**config.mk**
```make
export PLATFORM = sky130hd
export DESIGN_NAME = ultrasonic_occupancy_counter
export DESIGN_NICKNAME = d
export VERILOG_FILES = /design/src/rtl/occ_pkg.sv /design/src/rtl/occ_step.sv /design/src/rtl/occ_skid.sv /design/src/rtl/ultrasonic_occupancy_counter.sv
export SDC_FILE = /design/constraint.sdc
export NUM_CORES = 1
export LEC_CHECK = 0
export BUFFER_PORTS_ARGS = -buffer_cell sky130_fd_sc_hd__buf_4
export CORE_MARGIN = 2
export CORE_UTILIZATION = 50
export DETAILED_ROUTE_END_ITERATION = 12
export PLACE_DENSITY = 0.69
export SKIP_CTS_REPAIR_TIMING = 1
export SLEW_MARGIN = 20
export SYNTH_ARGS = -nofsm -noshare
export SYNTH_HDL_FRONTEND = slang
export SYNTH_SLANG_ARGS = --single-unit
```
**constraint.sdc**
```tcl
create_clock -name clk -period 7.5 [get_ports clk]
set_input_delay 0 -clock clk [delete_from_list [all_inputs] [get_ports clk]]
set_output_delay 0 -clock clk [all_outputs]
set_load 0.03 [all_outputs]
```
**src/rtl/occ_pkg.sv**
```systemverilog
// Shared types, codes and constants for the ultrasonic occupancy counter.
package occ_pkg;

    localparam int EchoWidth  = 16;
    localparam int SumWidth   = 32;
    localparam int CountWidth = 8;
    localparam int TimerWidth = 16;
    localparam int CfgWidth   = 16;
    localparam int CfgIdxWidth = 2;

    localparam logic [CfgWidth-1:0] WindowLowReset    = 16'd588;
    localparam logic [CfgWidth-1:0] WindowHighReset   = 16'd1765;
    localparam logic [CfgWidth-1:0] WaitTimeoutReset  = 16'd1200;
    localparam logic [CfgWidth-1:0] ResetTimeoutReset = 16'd300;

    localparam logic signed [CountWidth-1:0] CountMax = 8'sd127;
    localparam logic signed [CountWidth-1:0] CountMin = -8'sd128;

    typedef enum logic [CfgIdxWidth-1:0] {
        REG_WINDOW_LOW    = 2'd0,
        REG_WINDOW_HIGH   = 2'd1,
        REG_WAIT_TIMEOUT  = 2'd2,
        REG_RESET_TIMEOUT = 2'd3
    } cfg_reg_t;

    typedef enum logic {
        OP_SAMPLE = 1'b0,
        OP_TICK   = 1'b1
    } opcode_t;

    typedef enum logic [1:0] {
        EV_NONE = 2'd0,
        EV_ON   = 2'd1,
        EV_OFF  = 2'd2
    } light_ev_t;

    typedef struct packed {
        logic [CfgWidth-1:0] window_low_us;
        logic [CfgWidth-1:0] window_high_us;
        logic [CfgWidth-1:0] wait_timeout_ticks;
        logic [CfgWidth-1:0] reset_timeout_ticks;
    } cfg_t;

    typedef struct packed {
        logic [EchoWidth-1:0]         last_echo;
        logic signed [SumWidth-1:0]   variation_sum;
        logic signed [CountWidth-1:0] count_now;
        logic signed [CountWidth-1:0] count_seen;
        logic [TimerWidth-1:0]        wait_left;
        logic                         wait_armed;
        logic [TimerWidth-1:0]        grace_left;
        logic                         grace_armed;
    } state_t;

    typedef struct packed {
        light_ev_t                    light_event;
        logic signed [CountWidth-1:0] person_count;
        logic                         wait_running;
        logic                         reset_running;
    } result_t;

endpackage

```
**src/rtl/occ_step.sv**
```systemverilog
// Next-state and result logic for one sample or tick.
module occ_step
(
    input  occ_pkg::cfg_t                  cfg,
    input  occ_pkg::state_t                state,
    input  occ_pkg::opcode_t               opcode,
    input  logic [occ_pkg::EchoWidth-1:0]  echo_us,
    output occ_pkg::state_t                state_next,
    output occ_pkg::result_t               result
);

    localparam int WideWidth = occ_pkg::SumWidth + 2;
    localparam logic signed [WideWidth-1:0] SumMax =
        WideWidth'(signed'({1'b0, {(occ_pkg::SumWidth-1){1'b1}}}));
    localparam logic signed [WideWidth-1:0] SumMin =
        -WideWidth'(signed'({1'b0, 1'b1, {(occ_pkg::SumWidth-1){1'b0}}}));

    logic                         in_window;
    logic signed [WideWidth-1:0]  sum_wide;
    logic                         fired;
    occ_pkg::state_t              s;
    occ_pkg::light_ev_t           ev;

    assign in_window = (echo_us >= cfg.window_low_us) && (echo_us <= cfg.window_high_us);

    assign sum_wide = WideWidth'(state.variation_sum)
                    + signed'(WideWidth'({1'b0, state.last_echo}))
                    - signed'(WideWidth'({1'b0, echo_us}));

    always_comb
    begin
        s     = state;
        ev    = occ_pkg::EV_NONE;
        fired = 1'b0;

        unique case (opcode)
            occ_pkg::OP_SAMPLE:
            begin
                if (in_window)
                begin
                    if (state.last_echo != '0)
                    begin
                        priority if (sum_wide > SumMax)
                            s.variation_sum = SumMax[occ_pkg::SumWidth-1:0];
                        else if (sum_wide < SumMin)
                            s.variation_sum = SumMin[occ_pkg::SumWidth-1:0];
                        else
                            s.variation_sum = sum_wide[occ_pkg::SumWidth-1:0];
                    end
                    s.last_echo = echo_us;
                end
                else if (state.last_echo != '0)
                begin
                    if (state.variation_sum > 0 && state.count_now < occ_pkg::CountMax)
                        s.count_now = state.count_now + 8'sd1;
                    else if (state.variation_sum < 0 && state.count_now > occ_pkg::CountMin)
                        s.count_now = state.count_now - 8'sd1;
                    s.last_echo     = '0;
                    s.variation_sum = '0;
                end
            end
            occ_pkg::OP_TICK:
            begin
                if (state.wait_armed)
                begin
                    if (state.wait_left <= occ_pkg::TimerWidth'(1))
                    begin
                        s.wait_armed = 1'b0;
                        s.wait_left  = '0;
                        fired        = 1'b1;
                    end
                    else
                        s.wait_left = state.wait_left - occ_pkg::TimerWidth'(1);
                end
                if (state.grace_armed)
                begin
                    if (state.grace_left <= occ_pkg::TimerWidth'(1))
                    begin
                        s.grace_armed = 1'b0;
                        s.grace_left  = '0;
                        fired         = 1'b1;
                    end
                    else
                        s.grace_left = state.grace_left - occ_pkg::TimerWidth'(1);
                end
                if (fired)
                begin
                    s.count_now = '0;
                    if (s.count_seen < 0)
                        s.count_seen = 8'sd1;
                end
            end
            default:
            begin
                s = state;
            end
        endcase

        // entry rule
        if (s.count_now > 0 && s.count_now != s.count_seen)
        begin
            ev = occ_pkg::EV_ON;
            if (!s.wait_armed)
            begin
                s.wait_armed = 1'b1;
                s.wait_left  = cfg.wait_timeout_ticks;
            end
            else if (s.count_now > s.count_seen)
                s.wait_left = cfg.wait_timeout_ticks;
            s.count_seen = s.count_now;
        end

        // empty rule
        if (s.count_now == 0 && s.count_seen > 0)
        begin
            ev           = occ_pkg::EV_OFF;
            s.count_seen = '0;
            s.wait_armed = 1'b0;
        end

        // negative rule
        if (s.count_now < 0 || s.count_seen < 0)
        begin
            if (s.count_seen > s.count_now)
            begin
                if (!s.grace_armed)
                begin
                    s.grace_armed = 1'b1;
                    ev            = occ_pkg::EV_ON;
                end
                s.grace_left = cfg.reset_timeout_ticks;
                s.count_seen = s.count_now;
            end
            else if (s.count_seen < s.count_now)
            begin
                s.count_now   = 8'sd1;
                s.grace_armed = 1'b0;
            end
        end
    end

    assign state_next           = s;
    assign result.light_event   = ev;
    assign result.person_count  = s.count_now;
    assign result.wait_running  = s.wait_armed;
    assign result.reset_running = s.grace_armed;

endmodule

```
**src/rtl/occ_skid.sv**
```systemverilog
// Two-entry result buffer between the step logic and the output channel.
module occ_skid
(
    input  logic              clk,
    input  logic              rst_n,
    input  logic              push,
    input  occ_pkg::result_t  push_data,
    output logic              push_ready,
    output logic              out_valid,
    input  logic              out_ready,
    output occ_pkg::result_t  out_data
);

    logic             head_valid_reg;
    logic             tail_valid_reg;
    occ_pkg::result_t head_reg;
    occ_pkg::result_t tail_reg;
    logic             pop;

    assign push_ready = !tail_valid_reg;
    assign out_valid  = head_valid_reg;
    assign out_data   = head_reg;
    assign pop        = head_valid_reg && out_ready;

    always_ff @(posedge clk or negedge rst_n)
    begin
        if (!rst_n)
        begin
            head_valid_reg <= 1'b0;
            tail_valid_reg <= 1'b0;
        end
        else
        begin
            if (pop)
            begin
                if (tail_valid_reg)
                    tail_valid_reg <= 1'b0;
                else
                    head_valid_reg <= push;
            end
            else if (push)
            begin
                if (!head_valid_reg)
                    head_valid_reg <= 1'b1;
                else
                    tail_valid_reg <= 1'b1;
            end
        end
    end

    always_ff @(posedge clk)
    begin
        if (pop)
        begin
            if (tail_valid_reg)
                head_reg <= tail_reg;
            else if (push)
                head_reg <= push_data;
        end
        else if (push)
        begin
            if (!head_valid_reg)
                head_reg <= push_data;
            else
                tail_reg <= push_data;
        end
    end

endmodule

```
**src/rtl/ultrasonic_occupancy_counter.sv**
```systemverilog
// Top level of the ultrasonic occupancy counter: config, state and output buffer.
// Each accepted result is registered into the result buffer and shown once earlier results are taken.
// Throughput: one sample or tick per cycle while in_ready is high; the combinational state update sets it.
// A two-entry result buffer keeps input open while one result waits.
// Reset: rst_n low clears pass, count and timer state and loads default config.
module ultrasonic_occupancy_counter
(
    input  logic                                  clk,
    input  logic                                  rst_n,
    input  logic                                  in_valid,
    output logic                                  in_ready,
    input  logic                                  opcode,
    input  logic [occ_pkg::EchoWidth-1:0]         echo_us,
    output logic                                  out_valid,
    input  logic                                  out_ready,
    output logic [1:0]                            light_event,
    output logic signed [occ_pkg::CountWidth-1:0] person_count,
    output logic                                  wait_running,
    output logic                                  reset_running,
    input  logic                                  cfg_we,
    input  logic [occ_pkg::CfgIdxWidth-1:0]       cfg_index,
    input  logic [occ_pkg::CfgWidth-1:0]          cfg_data
);

    occ_pkg::cfg_t    cfg_reg;
    occ_pkg::state_t  state_reg;
    occ_pkg::state_t  state_next;
    occ_pkg::result_t step_result;
    occ_pkg::result_t out_data;
    logic             accept;

    assign accept = in_valid && in_ready;

    always_ff @(posedge clk or negedge rst_n)
    begin
        if (!rst_n)
        begin
            cfg_reg.window_low_us       <= occ_pkg::WindowLowReset;
            cfg_reg.window_high_us      <= occ_pkg::WindowHighReset;
            cfg_reg.wait_timeout_ticks  <= occ_pkg::WaitTimeoutReset;
            cfg_reg.reset_timeout_ticks <= occ_pkg::ResetTimeoutReset;
        end
        else if (cfg_we)
        begin
            unique case (occ_pkg::cfg_reg_t'(cfg_index))
                occ_pkg::REG_WINDOW_LOW:    cfg_reg.window_low_us       <= cfg_data;
                occ_pkg::REG_WINDOW_HIGH:   cfg_reg.window_high_us      <= cfg_data;
                occ_pkg::REG_WAIT_TIMEOUT:  cfg_reg.wait_timeout_ticks  <= cfg_data;
                occ_pkg::REG_RESET_TIMEOUT: cfg_reg.reset_timeout_ticks <= cfg_data;
                default:                    cfg_reg <= cfg_reg;
            endcase
        end
    end

    always_ff @(posedge clk or negedge rst_n)
    begin
        if (!rst_n)
            state_reg <= '0;
        else if (accept)
            state_reg <= state_next;
    end

    occ_step u_step
    (
        .cfg        (cfg_reg),
        .state      (state_reg),
        .opcode     (occ_pkg::opcode_t'(opcode)),
        .echo_us    (echo_us),
        .state_next (state_next),
        .result     (step_result)
    );

    occ_skid u_skid
    (
        .clk        (clk),
        .rst_n      (rst_n),
        .push       (accept),
        .push_data  (step_result),
        .push_ready (in_ready),
        .out_valid  (out_valid),
        .out_ready  (out_ready),
        .out_data   (out_data)
    );

    assign light_event   = out_data.light_event;
    assign person_count  = out_data.person_count;
    assign wait_running  = out_data.wait_running;
    assign reset_running = out_data.reset_running;

`ifndef SYNTHESIS
    a_result_follows: assert property (@(posedge clk) disable iff (!rst_n)
        accept |=> out_valid)
        else $error("transfer gave no result");

    a_stall_means_pending: assert property (@(posedge clk) disable iff (!rst_n)
        !in_ready |-> out_valid)
        else $error("input stalled with no pending result");

    a_event_code: assert property (@(posedge clk) disable iff (!rst_n)
        out_valid |-> (light_event != 2'd3))
        else $error("undefined light event code");

    a_state_holds: assert property (@(posedge clk) disable iff (!rst_n)
        !accept |=> $stable(state_reg))
        else $error("state changed without a transfer");
`endif

endmodule
```
==> metrics.md <==
| Metric | Value |
|---|---|
| Mapped Nets | `1555` |
| Synth Flop Type | `dfrtp_1` |
| Worst Hold Depth | `5` |
| GP Congestion | `0.903` |
| RSZ-0062 raised after global routing | `false` |
| Run status | `complete, no violations` |
| Largest register FFs | `between 90 and 100` |
| Netlist Area Pre-Place | `about 13000 um2` |
| Crit Path Category | `reg2reg` |
| Core Box Area | `25100 um2` |
| Post-route setup TNS | `0 ns` |
| Final-report max-slew violation count | `0` |
| Vias | `11105` |
| CTS Buffer Depth | `2` |
| # DRC | `0` |
| Critical Path AT | `7.35 ns` |
| YS warnings | `0` |
| CTS sink count | `~190` |
| Root buf cell | `clkbuf_16` |
| CP max stage delay | `0.53 ns` |
| Synth cell types | `slightly above 80` |
| CP Launch Type | `flop` |
| Diodes inserted | `0` |
| Grt total ovfl | `0` |
| Clock skew | `0.0222 ns` |
| Crit path max-delay cell type | `dfstp_2` |
| Pin count of the biggest net entering global routing | `98` |
| HP Start | `cfg_index[1]` |
| Worst hold slack | `0.0712 ns` |
| Commonest non-fill, non-tap cell in the layout | `nand2_1` |
| TritonCTS clock tree | `built` |
| Tmin final | `about 7.0 ns` |
| CP required | `7.86 ns` |
| TritonRoute pass-1 iters | `5` |
| H-tree Lvls | `4` |
| Clk_lat worst skew | `around 0.45 ns` |
| Synthesized instance count | `1426` |
| R2r worst-path depth | `29` |
| Final period utilization | `93.2%` |
| Leading cell types in the layout, fill and taps excluded | `nand2_1, dfrtp_1, o21ai_0` |
| Share of post-route cells with drive strength above 1 | `between 10% and 20%` |
| Final wirelength | `33.7 mm` |
| Post-synth EDFFs | `24` |
| Avg WL per Cell | `18.4 um` |
| Critical Path Sink Type | `flop` |
| Hold Path Sink | `cfg_reg[57]` |
| Seq/Total Area, Yosys | `a little under two fifths` |
| Fin nets | `1618` |
| Worst r2r dst | `state_reg[14]` |
| Layout area overhead | `13.4%` |
| Dpl hpwl | `roughly 24 mm` |
| Die Ht | `164 um` |
| Detailed Route Iter0 Violations | `884` |
| Core Rows | `58` |
| Critical-path maximum fanout | `17` |
| Post-DR vias/cell | `about 6.1` |
| Final Hold Fails | `0` |
| Syn_area_per_cell | `8.93 um2` |
| Slew @ Worst Pin | `0.942 ns` |
| Vias in the first global route | `10409` |
| Worst vdd ir | `283 uV` |
| Initial antenna violation count | `0` |
| Slew headroom | `37.0%` |
| Routed Antenna Nets | `0` |
| Clock slew at reported path FFs | `0.09 ns` |
| Die Wd | `164 um` |
| Worst path most repeated cell | `o21a_1` |
| Inserted Clock Buffers | `17` |
| Fmax | `around 140 MHz` |
| Initial cell density of the core | `between 50% and 60%` |
| PortBufs | `53` |
| Synth async-reset ratio | `87.2%` |
| Final setup viols | `0` |
| Reg2reg setup slack | `0.51 ns` |
| Max Cap Violations | `0` |
| Die area | `26800 um2` |
| Leakage | `around 6.3 nW` |
| Seq cells post-synth | `188` |
| Reg2reg start | `cfg_reg[41]` |
| P per Cell Area | `about 450 nW/um2` |
| Min-Delay Path Class | `in2reg` |
| Top Ports | `between 50 and 60` |
| First-pass GRT wire length | `54.1 mm` |
| Tot GR Track Use | `between 20% and 30%` |
[stage by stage]
stage               cells  setup WS [ns]  utilization, %  total power [mW]  area (um2)
floorplan            1426           1.35               -              4.51       12700
global placement     1764          0.346            53.5              5.32       13400
detailed placement   1764          0.176            53.5              5.40       13400
CTS                  1796          0.145            56.0              6.40       14100
global route         1832         0.0257            57.6              7.01       14500
finish               1832          0.513            57.6              6.48       14500
[layout make-up]
| type | instances | area (um2) |
|---|---|---|
| clock inverters | 15 | 196 |
| clock buffers | 17 | 425 |
| multi-input cells | 1085 | 7340 |
| well taps | 330 | 413 |
| repair buffers | 105 | 882 |
| fillers | 2270 | 10700 |
| flip-flops and latches | 188 | 4850 |
| inverters | 92 | 345 |
[cell usage after synthesis, types with 10 or more instances]
| cell | instances | share of area [%] |
|---|---|---|
| nor2_1 | 65 | 1.9 |
| nor4_1 | 28 | 1.4 |
| a21oi_1 | 94 | 3.7 |
| xnor2_1 | 36 | 2.5 |
| nor3_1 | 31 | 1.2 |
| ha_1 | 87 | 8.5 |
| o211ai_1 | 26 | 1.5 |
| nor2b_1 | 10 | 0.49 |
| or3_1 | 18 | 0.88 |
| clkbuf_1 | 47 | 1.4 |
| nand3_1 | 48 | 1.9 |
| edfxtp_1 | 24 | 5.7 |
| a22o_1 | 16 | 1.1 |
| o21ai_0 | 110 | 4.3 |
| nand4_1 | 28 | 1.4 |
| and3_1 | 19 | 0.93 |
| inv_1 | 92 | 2.7 |
| nand2_1 | 172 | 5.1 |
| nand2b_1 | 14 | 0.69 |
| a22oi_1 | 11 | 0.65 |
| a21o_1 | 15 | 0.88 |
| a211oi_1 | 17 | 1.0 |
| dfrtp_1 | 145 | 28 |
| xor2_1 | 19 | 1.3 |
| mux2_2 | 50 | 4.4 |
| o21a_1 | 12 | 0.71 |
| and2_1 | 18 | 0.88 |
| dfstp_2 | 19 | 3.9 |
[worst max-delay path: cells and delay by family (launching register included)]
family	cells	cell delay [ns]
AOI/OAI and AO/OA	12	2.71
DFF	1	0.53
muxes	1	0.37
and+or+nand+nor	11	2.22
buffers and inverters	2	0.22
adders and majority gates	3	0.86
[metal layers]
metal  routed length (um)  vias up  global-route usage, %
li1                     -     5323                      -
met1                15300     5378                   35.9
met2                15900      361                   40.8
met3                 1870       43                   4.04
met4                  588        0                   6.50
met5                    0        -                      0
[kinds of logic (layout without fill, tap and decap cells)]
group / count (synthesis) / in the layout / synth area share [%]
and+or+nand+nor: 497 / 497 / 19.8
AOI/OAI and AO/OA: 390 / 390 / 20.0
DFF: 188 / 188 / 38.1
buffers and inverters: 153 / 229 / 4.74
adders and majority gates: 89 / 89 / 8.86
xor gates and xnor gates: 55 / 55 / 3.78
muxes: 54 / 54 / 4.73
[where the power goes]
part,internal [mW],switching (mW)
logic,1.54,2.26
registers,1.40,0.315
clock network,0.485,0.483
total,3.43,3.06
[worst max-delay path by stage]
stage,start,endpoint,slack [ns],cells after the start
3_5_place_dp,cfg_reg[39],state_reg[14],0.18,29
5_1_grt,cfg_reg[41],state_reg[7],0.03,29
2_1_floorplan,cfg_reg[39],u_skid.out_data[0],1.35,30
4_1_cts,cfg_reg[39],state_reg[14],0.15,29
3_3_place_gp,cfg_reg[37],state_reg[10],0.35,29
6_report,cfg_reg[41],state_reg[14],0.51,29
(Power assumes the default switching activity.)
